--- config.mk ---
export PLATFORM = sky130hd
export DESIGN_NAME = lbs_queue
export DESIGN_NICKNAME = d
export VERILOG_FILES = /design/src/hdl/lbs_pkg.sv /design/src/hdl/lbs_queue.sv
export VERILOG_INCLUDE_DIRS = /design/src /design/src/hdl
export SDC_FILE = /design/constraint.sdc
export NUM_CORES = 1
export LEC_CHECK = 0
export ABC_CLOCK_PERIOD_IN_PS = 10770
export BUFFER_PORTS_ARGS = -buffer_cell sky130_fd_sc_hd__buf_4
export CORE_ASPECT_RATIO = 0.8
export CORE_MARGIN = 2
export CORE_UTILIZATION = 35
export CTS_CLUSTER_SIZE = 8
export DETAILED_ROUTE_END_ITERATION = 7
export GPL_ROUTABILITY_DRIVEN = 0
export GPL_TIMING_DRIVEN = 0
export PLACE_DENSITY = 0.69
export SLEW_MARGIN = 0
export SYNTH_ARGS = -nofsm -noshare
export SYNTH_HDL_FRONTEND = slang
export SYNTH_SLANG_ARGS = --single-unit
--- constraint.sdc ---
create_clock -name clk -period 10.77 [get_ports clk]
set_input_delay 0.5385 -clock clk [delete_from_list [all_inputs] [get_ports clk]]
set_output_delay 0.5385 -clock clk [all_outputs]
set_load 0.02 [all_outputs]
--- src/hdl/assert_macros.svh ---
// ----------------------------------------------------------------------------
// assertion macros
// shared concurrent assertion forms for the skinning core
// ----------------------------------------------------------------------------
`ifndef ASSERT_MACROS_SVH
`define ASSERT_MACROS_SVH
`ifndef NO_ASSERTIONS
// antecedent implies consequent in the same cycle
`define ASSERT_IMPLIES(label, clk, rst_n, a, b) \
    label: assert property (@(posedge clk) disable iff (!rst_n) (a) |-> (b)) \
        else $error("assertion failed");
// antecedent implies consequent in the next cycle
`define ASSERT_NEXT(label, clk, rst_n, a, b) \
    label: assert property (@(posedge clk) disable iff (!rst_n) (a) |=> (b)) \
        else $error("assertion failed");
`else
`define ASSERT_IMPLIES(label, clk, rst_n, a, b)
`define ASSERT_NEXT(label, clk, rst_n, a, b)
`endif
`endif

--- src/hdl/lbs_pkg.sv ---
// ----------------------------------------------------------------------------
// lbs_pkg
// types, codes and arithmetic helpers of the skinning core
// ----------------------------------------------------------------------------
package lbs_pkg;

    localparam logic [2:0] MODE_BIND = 3'd0;
    localparam logic [2:0] MODE_POSE = 3'd1;
    localparam logic [2:0] MODE_VERT = 3'd2;
    localparam logic [2:0] MODE_INFL = 3'd3;
    localparam logic [2:0] MODE_READ = 3'd4;

    localparam int WEIGHT_FRAC = 16;
    localparam int SKIN_ROWS   = 3;

    localparam logic signed [65:0] INT32_MAX_W = 66'sd2147483647;
    localparam logic signed [65:0] INT32_MIN_W = -66'sd2147483648;

    typedef enum logic [2:0] {
        K_NOP,
        K_LOAD_BIND,
        K_LOAD_POSE,
        K_LOAD_VERT,
        K_INFL,
        K_READ
    } kind_t;

    typedef struct packed {
        kind_t              kind;
        logic [4:0]         bone_index;
        logic [3:0]         element_index;
        logic [9:0]         vertex_index;
        logic signed [31:0] matrix_value;
        logic signed [31:0] vert_x;
        logic signed [31:0] vert_y;
        logic signed [31:0] vert_z;
        logic signed [31:0] vert_w;
        logic [16:0]        weight;
    } cmd_t;

    typedef struct packed {
        logic empty;
        logic full;
    } qstat_t;

    typedef struct packed {
        logic clearing;
    } bstat_t;

    typedef enum logic [4:0] {
        ST_CLEAR,
        ST_IDLE,
        ST_EXEC,
        ST_VLOAD,
        ST_RD_REQ,
        ST_RD_DATA,
        ST_M_ADDR,
        ST_M_MUL,
        ST_M_SUM,
        ST_V_ADDR,
        ST_V_MUL,
        ST_V_SUM,
        ST_W_MUL,
        ST_W_SUM,
        ST_MARK,
        ST_DONE
    } state_t;

    function automatic logic sat_ovf(input logic signed [65:0] v);
        return (v > INT32_MAX_W) || (v < INT32_MIN_W);
    endfunction

    function automatic logic signed [31:0] sat_val(input logic signed [65:0] v);
        logic signed [31:0] r;
        if (v > INT32_MAX_W)
            r = 32'sh7fffffff;
        else if (v < INT32_MIN_W)
            r = 32'sh80000000;
        else
            r = v[31:0];
        return r;
    endfunction

endpackage

--- src/hdl/lbs_queue.sv ---
// ----------------------------------------------------------------------------
// lbs_queue
// two-entry command queue between front and back
// ----------------------------------------------------------------------------
`include "assert_macros.svh"
module lbs_queue (
    input  logic          clk,
    input  logic          rst_n,
    input  logic          push,
    input  lbs_pkg::cmd_t cmd_in,
    input  logic          pop,
    output lbs_pkg::cmd_t cmd_out,
    output lbs_pkg::qstat_t qstat
);
    import lbs_pkg::*;

    cmd_t       entry_reg [2];
    logic       wr_ptr_reg;
    logic       wr_ptr_next;
    logic       rd_ptr_reg;
    logic       rd_ptr_next;
    logic [1:0] count_reg;
    logic [1:0] count_next;

    assign cmd_out     = entry_reg[rd_ptr_reg];
    assign qstat.empty = count_reg == 2'd0;
    assign qstat.full  = count_reg == 2'd2;

    always_comb
    begin
        wr_ptr_next = push ? !wr_ptr_reg : wr_ptr_reg;
        rd_ptr_next = pop ? !rd_ptr_reg : rd_ptr_reg;
        count_next  = count_reg + 2'(push) - 2'(pop);
    end

    always_ff @(posedge clk or negedge rst_n)
    begin
        if (!rst_n)
        begin
            wr_ptr_reg <= 1'b0;
            rd_ptr_reg <= 1'b0;
            count_reg  <= 2'd0;
        end
        else
        begin
            wr_ptr_reg <= wr_ptr_next;
            rd_ptr_reg <= rd_ptr_next;
            count_reg  <= count_next;
        end
    end

    always_ff @(posedge clk)
    begin
        if (push)
            entry_reg[wr_ptr_reg] <= cmd_in;
    end

    `ASSERT_IMPLIES(a_no_push_full, clk, rst_n, push, !qstat.full)
    `ASSERT_IMPLIES(a_no_pop_empty, clk, rst_n, pop, !qstat.empty)

endmodule

---- Word-level counts from Yosys, hierarchy flattened ----
Memory sizes are Yosys's and may differ from the RTL's.
Cells that the tools add are included.
storage, ports and cells
  flip-flop bits (word level) ............. 4
  RAM bits ................................ 398
  bits of input ports ..................... 203
  memories ................................ 1
memory list
  memory     words  width  read ports  clocked after Yosys merged registers in  wr ports  line             source
  entry_reg  2      199    1           0                                        1         lbs_queue.sv:17  cmd_t entry_reg [2];
cells by class
  add/sub/neg operators ................... 2
  reduce and logical (&&, ||, !) cells .... 3
  mux-type cells .......................... 2
  equal/unequal tests ..................... 1
operator list
  kind                                         count
  adder 2 x 1 -> 2 bit                         1
  equality test 2 bit (second input constant)  1
  logical NOT 1 bit                            2
  logical NOT 2 bit                            1
  two-way mux 1 bit                            2
  subtractor 2 x 1 -> 2 bit                    1

---- Logic depth before layout (Yosys ltp) ----
  depth after elaboration ................. 2
  gate-level depth with buffers ........... 5
  depth with buffers taken out ............ 5

---- Worst setup path after synthesis ----
No wires, ideal clock.
  kind .................................... register to register
  start ................................... register wr_ptr_reg
  end ..................................... memory entry_reg[0][0] (netlist name), enable pin
  arrival ................................. 9.177 ns
  library setup time ...................... 0.785 ns
  period minus slack after synthesis ...... 9.962 ns
  slack ................................... 0.808 ns
  required time ........................... 9.985 ns
  cell stages (with the launch flop) ...... 2
  cell sequence ........................... dfrtp_1 -> nor2b_1
RTL lines
  item                    line             source
  start, declared         lbs_queue.sv:18  logic wr_ptr_reg;
  start signal, assigned  lbs_queue.sv:46  wr_ptr_reg <= wr_ptr_next;
  end, declared           lbs_queue.sv:17
No word-level cell before the write port.

==> impl_table.tex <==
\begin{tabular}{lr}
\hline
Metric & Value \\
\hline
\multicolumn{2}{l}{\textbf{Final layout}} \\
\quad Most frequent standard cell in the layout excluding fill and tap cells & sky130\_fd\_sc\_hd\_\_buf\_4 \\
\quad Post-layout instance count excluding filler cells & 1,673 \\
\quad Area Growth Syn to Fin & 37.4\% \\
\quad Commonest cells after routing, fill and taps aside & sky130\_fd\_sc\_hd\_\_buf\_4, sky130\_fd\_sc\_hd\_\_edfxtp\_1, sky130\_fd\_sc\_hd\_\_mux2\_2 \\
\quad Fill cell instance count of the final layout & 3,442 \\
\quad Number of nets in the layout & 1,312 \\
\quad Largest register FFs & 398 \\
\quad Ratio of cells with drive above 1 in the final layout & 62.2\% \\
\multicolumn{2}{l}{\textbf{Placed design}} \\
\quad Total of buffers placed on input and output ports & 403 \\
\quad Hpwl dp & 21.9 mm \\
\quad Setup slack at placement & 8.46 ns \\
\quad Post-Place Cells & 1,600 \\
\multicolumn{2}{l}{\textbf{Worst setup path}} \\
\quad Critical path type & register to primary output \\
\quad Register-to-register setup slack & 8.73 ns \\
\quad Capture instance of the worst register-to-register path & entry\_reg[0][118] \\
\quad Top delay family on crit path & buffers and inverters \\
\quad Worst stage delay on the critical path & 0.37 ns \\
\quad Reg-to-reg critical path startpoint & wr\_ptr\_reg \\
\quad Crit path required time & 10.23 ns \\
\quad Endpoint type of the worst setup path & primary output \\
\quad Arrival @ worst endpoint & 1.96 ns \\
\quad Worst R2R Path Depth & 5 \\
\quad Cell with the biggest individual delay on the critical path & sky130\_fd\_sc\_hd\_\_dfrtp\_1 \\
\quad Crit path buffers/inverters & 3 \\
\quad Cells traversed along the worst timing path & buf\_6 -> clkbuf\_8 -> mux2\_2 -> buf\_4 \\
\quad Peak fanout along the critical path & 10 \\
\quad Startpoint type of the worst setup path & register \\
\multicolumn{2}{l}{\textbf{Die}} \\
\quad Number of top-level design ports & 404 \\
\quad Area of the die & 43,600 um\^{}2 \\
\quad DIE HEIGHT & 187 um \\
\quad Placement row count & 67 \\
\quad Initial standard-cell utilization of the core & 35.2\% \\
\quad Die boundary width & 233 um \\
\quad Core Footprint & 41,700 um\^{}2 \\
\multicolumn{2}{l}{\textbf{Detailed routing}} \\
\quad DRT Pass-1 Iters & 5 \\
\quad Aggregate routed wire length & 32.1 mm \\
\quad Number of nets with antenna violations after detailed routing & 0 \\
\quad Number of DRC markers after the initial detailed-route iteration & 339 \\
\quad Via density per instance & 4.54 \\
\quad Number of design rule violations left after detail routing & 0 \\
\quad Post-detailed-route wirelength per cell & 19.2 um \\
\quad Via count & 7,594 \\
\multicolumn{2}{l}{\textbf{Outcome}} \\
\quad Result of the run & finished clean \\
\multicolumn{2}{l}{\textbf{Logic synthesis}} \\
\quad Fraction of the mapped netlist area in simple logic gates & 0.153\% \\
\quad Synthesized net count & 839 \\
\quad Area share of fa/ha/maj cells after synthesis & 0.170\% \\
\quad Number of unique standard cell types used by synthesis & 12 \\
\quad Post-Syn Area per Cell & 23.2 um\^{}2 \\
\quad Compound-cell area share of the yosys netlist & 0\% \\
\quad Proportion of synthesized area in mux cells & 15.3\% \\
\quad Area share of xor/xnor cells in the synthesized design & 0.281\% \\
\quad Number of standard cells after synthesis & 634 \\
\quad Cell area after synthesis & 14,700 um\^{}2 \\
\quad Portion of the post-synthesis area used by sequential elements & 82.1\% \\
\quad Share of the synthesized area in the top cell type & 81.4\% \\
\quad Number of synthesis warnings & 0 \\
\quad Combinational family with the most area after synthesis & multiplexers \\
\quad Cell types with the largest area share after synthesis & sky130\_fd\_sc\_hd\_\_edfxtp\_1, sky130\_fd\_sc\_hd\_\_mux2\_2, sky130\_fd\_sc\_hd\_\_clkbuf\_8 \\
\quad Register bit total from synthesis & 402 \\
\quad Cell type with the highest aggregate area in the netlist & sky130\_fd\_sc\_hd\_\_edfxtp\_1 \\
\multicolumn{2}{l}{\textbf{Min path}} \\
\quad Kind of path behind the tightest hold check & primary input to register \\
\quad Endpoint of the worst hold-timing path & entry\_reg[0][10] \\
\quad Cells on Worst Hold Path & 1 \\
\quad Min-delay src & cmd\_in[10] \\
\multicolumn{2}{l}{\textbf{Clock tree}} \\
\quad Number of levels in the clock H-tree & 2 \\
\quad Maximum count of clock buffers along a single path & 3 \\
\quad Clock Sinks & 402 \\
\quad Number of buffers created by CTS & 56 \\
\quad Clk Tree Root Cell & sky130\_fd\_sc\_hd\_\_clkbuf\_16 \\
\quad Clock transition at the registers of the reported paths & 0.06 ns \\
\quad Insertion delay to the later sink of the worst-skew pair & 0.58 ns \\
\quad Clock tree from TritonCTS & done \\
\multicolumn{2}{l}{\textbf{Timing}} \\
\quad RSZ-0062 raised after global routing & false \\
\quad Worst slew margin relative to its limit & 58.9\% \\
\quad Share of the cycle needed by the critical path after routing & 23.2\% \\
\quad Hold Fails Final Rpt & 0 \\
\quad Maximum frequency from static timing analysis & 0.400 GHz \\
\quad Slew @ Worst Pin & 0.617 ns \\
\quad Setup\_tns & 0 ns \\
\quad Worst Setup Slack, final & 8.27 ns \\
\quad Final number of setup-violating endpoints & 0 \\
\quad Post-layout min period & 2.50 ns \\
\quad Post-Route Skew & 0.0255 ns \\
\quad Fin. max-slew vios & 0 \\
\multicolumn{2}{l}{\textbf{Global route}} \\
\quad Global routing usage summed across all routing layers & 14.3\% \\
\quad Number of antenna violations at the first check in global routing & 1 \\
\quad Wire length of the first global-routing pass & 47.0 mm \\
\quad Final global-route overflow total & 0 \\
\quad Pin count of the biggest net entering global routing & 60 \\
\quad Via count of the first global-routing pass & 8,209 \\
\multicolumn{2}{l}{\textbf{Power and ir drop}} \\
\quad Leakage power & 7.57 nW \\
\quad Worst supply voltage drop on vdd & 0.175 mV \\
\quad Power density relative to cell area & 280 nW/um\^{}2 \\
\multicolumn{2}{l}{\textbf{Run}} \\
\quad Max-capacitance violation count & 0 \\
\hline
\end{tabular}
cell families after synthesis:
logic type,after synthesis
XOR/XNOR,3
AND/OR/NAND/NOR,4
buffers and inverters,24
multiplexers,199
adder cells (fa/ha/maj),2
flip-flops,402
synth_stat cells, drive strengths merged:
master	n
inv	2
nor2b	2
ha	2
xor3	1
buf	3
xor2	2
clkbuf	19
dfrtp	4
mux2	199
and2	1
edfxtp	398
nor2	1
report_power, final:
group / internal [mW] / switching [mW]
logic: 0.922 / 1.07
registers: 2.08 / 0.0611
clock network: 0.935 / 0.594
total: 3.93 / 1.72
per-layer routing:
layer	up-vias	global-route usage, %	part of all wire [%]	wire length [um]
li1	3466	-	-	-
met1	3770	16.4	39	12600
met2	301	23.4	48	15200
met3	57	6.28	11	3410
met4	0	5.51	2.7	862
met5	-	0	0	0
timing repair:
| item | CTS | global route |
|---|---|---|
| gates resized for setup | 0 | 0 |
| buffers inserted | 0 | 0 |
| hold buffers | 1 | 0 |
| endpoints found under the hold margin | 4 | 0 |
final cells by class:
| class | count | area, um^2 | area share (%) |
|---|---|---|---|
| diodes | 1 | 2.50 | 0.0124 |
| plain buffers | 22 | 295 | 1.46 |
| repair buffers | 415 | 3300 | 16.4 |
| clock inverters | 3 | 26.3 | 0.130 |
| inverters | 2 | 7.51 | 0.0372 |
| clock buffers | 68 | 1470 | 7.27 |
| well taps | 552 | 691 | 3.42 |
| multi-input cells | 208 | 2340 | 11.6 |
| flip-flops and latches | 402 | 12100 | 59.7 |
metrics by stage:
stage	instance area (um^2)	power [mW]	utilization (%)	hold WS [ns]
floorplan	14700	3.41	-	0.243
global placement	18400	4.25	44.2	0.338
detailed placement	18700	4.18	44.8	0.341
CTS	20200	5.75	48.4	0.0892
global route	20200	5.91	48.4	0.0993
finish	20200	5.65	48.4	0.139
worst max-delay path by stage:
stage | start | endpoint | slack, ns | cells past startpoint
2_1_floorplan | wr_ptr_reg | entry_reg[0][0] | 0.81 | 1
3_5_place_dp | push | entry_reg[0][118] | 8.46 | 6
6_report | rd_ptr_reg | cmd_out[109] | 8.27 | 4
3_3_place_gp | push | entry_reg[0][100] | -5.13 | 2
4_1_cts | rd_ptr_reg | cmd_out[109] | 8.17 | 4
5_1_grt | rd_ptr_reg | cmd_out[109] | 8.17 | 4
No activity file was read; power rests on OpenSTA's default activity.
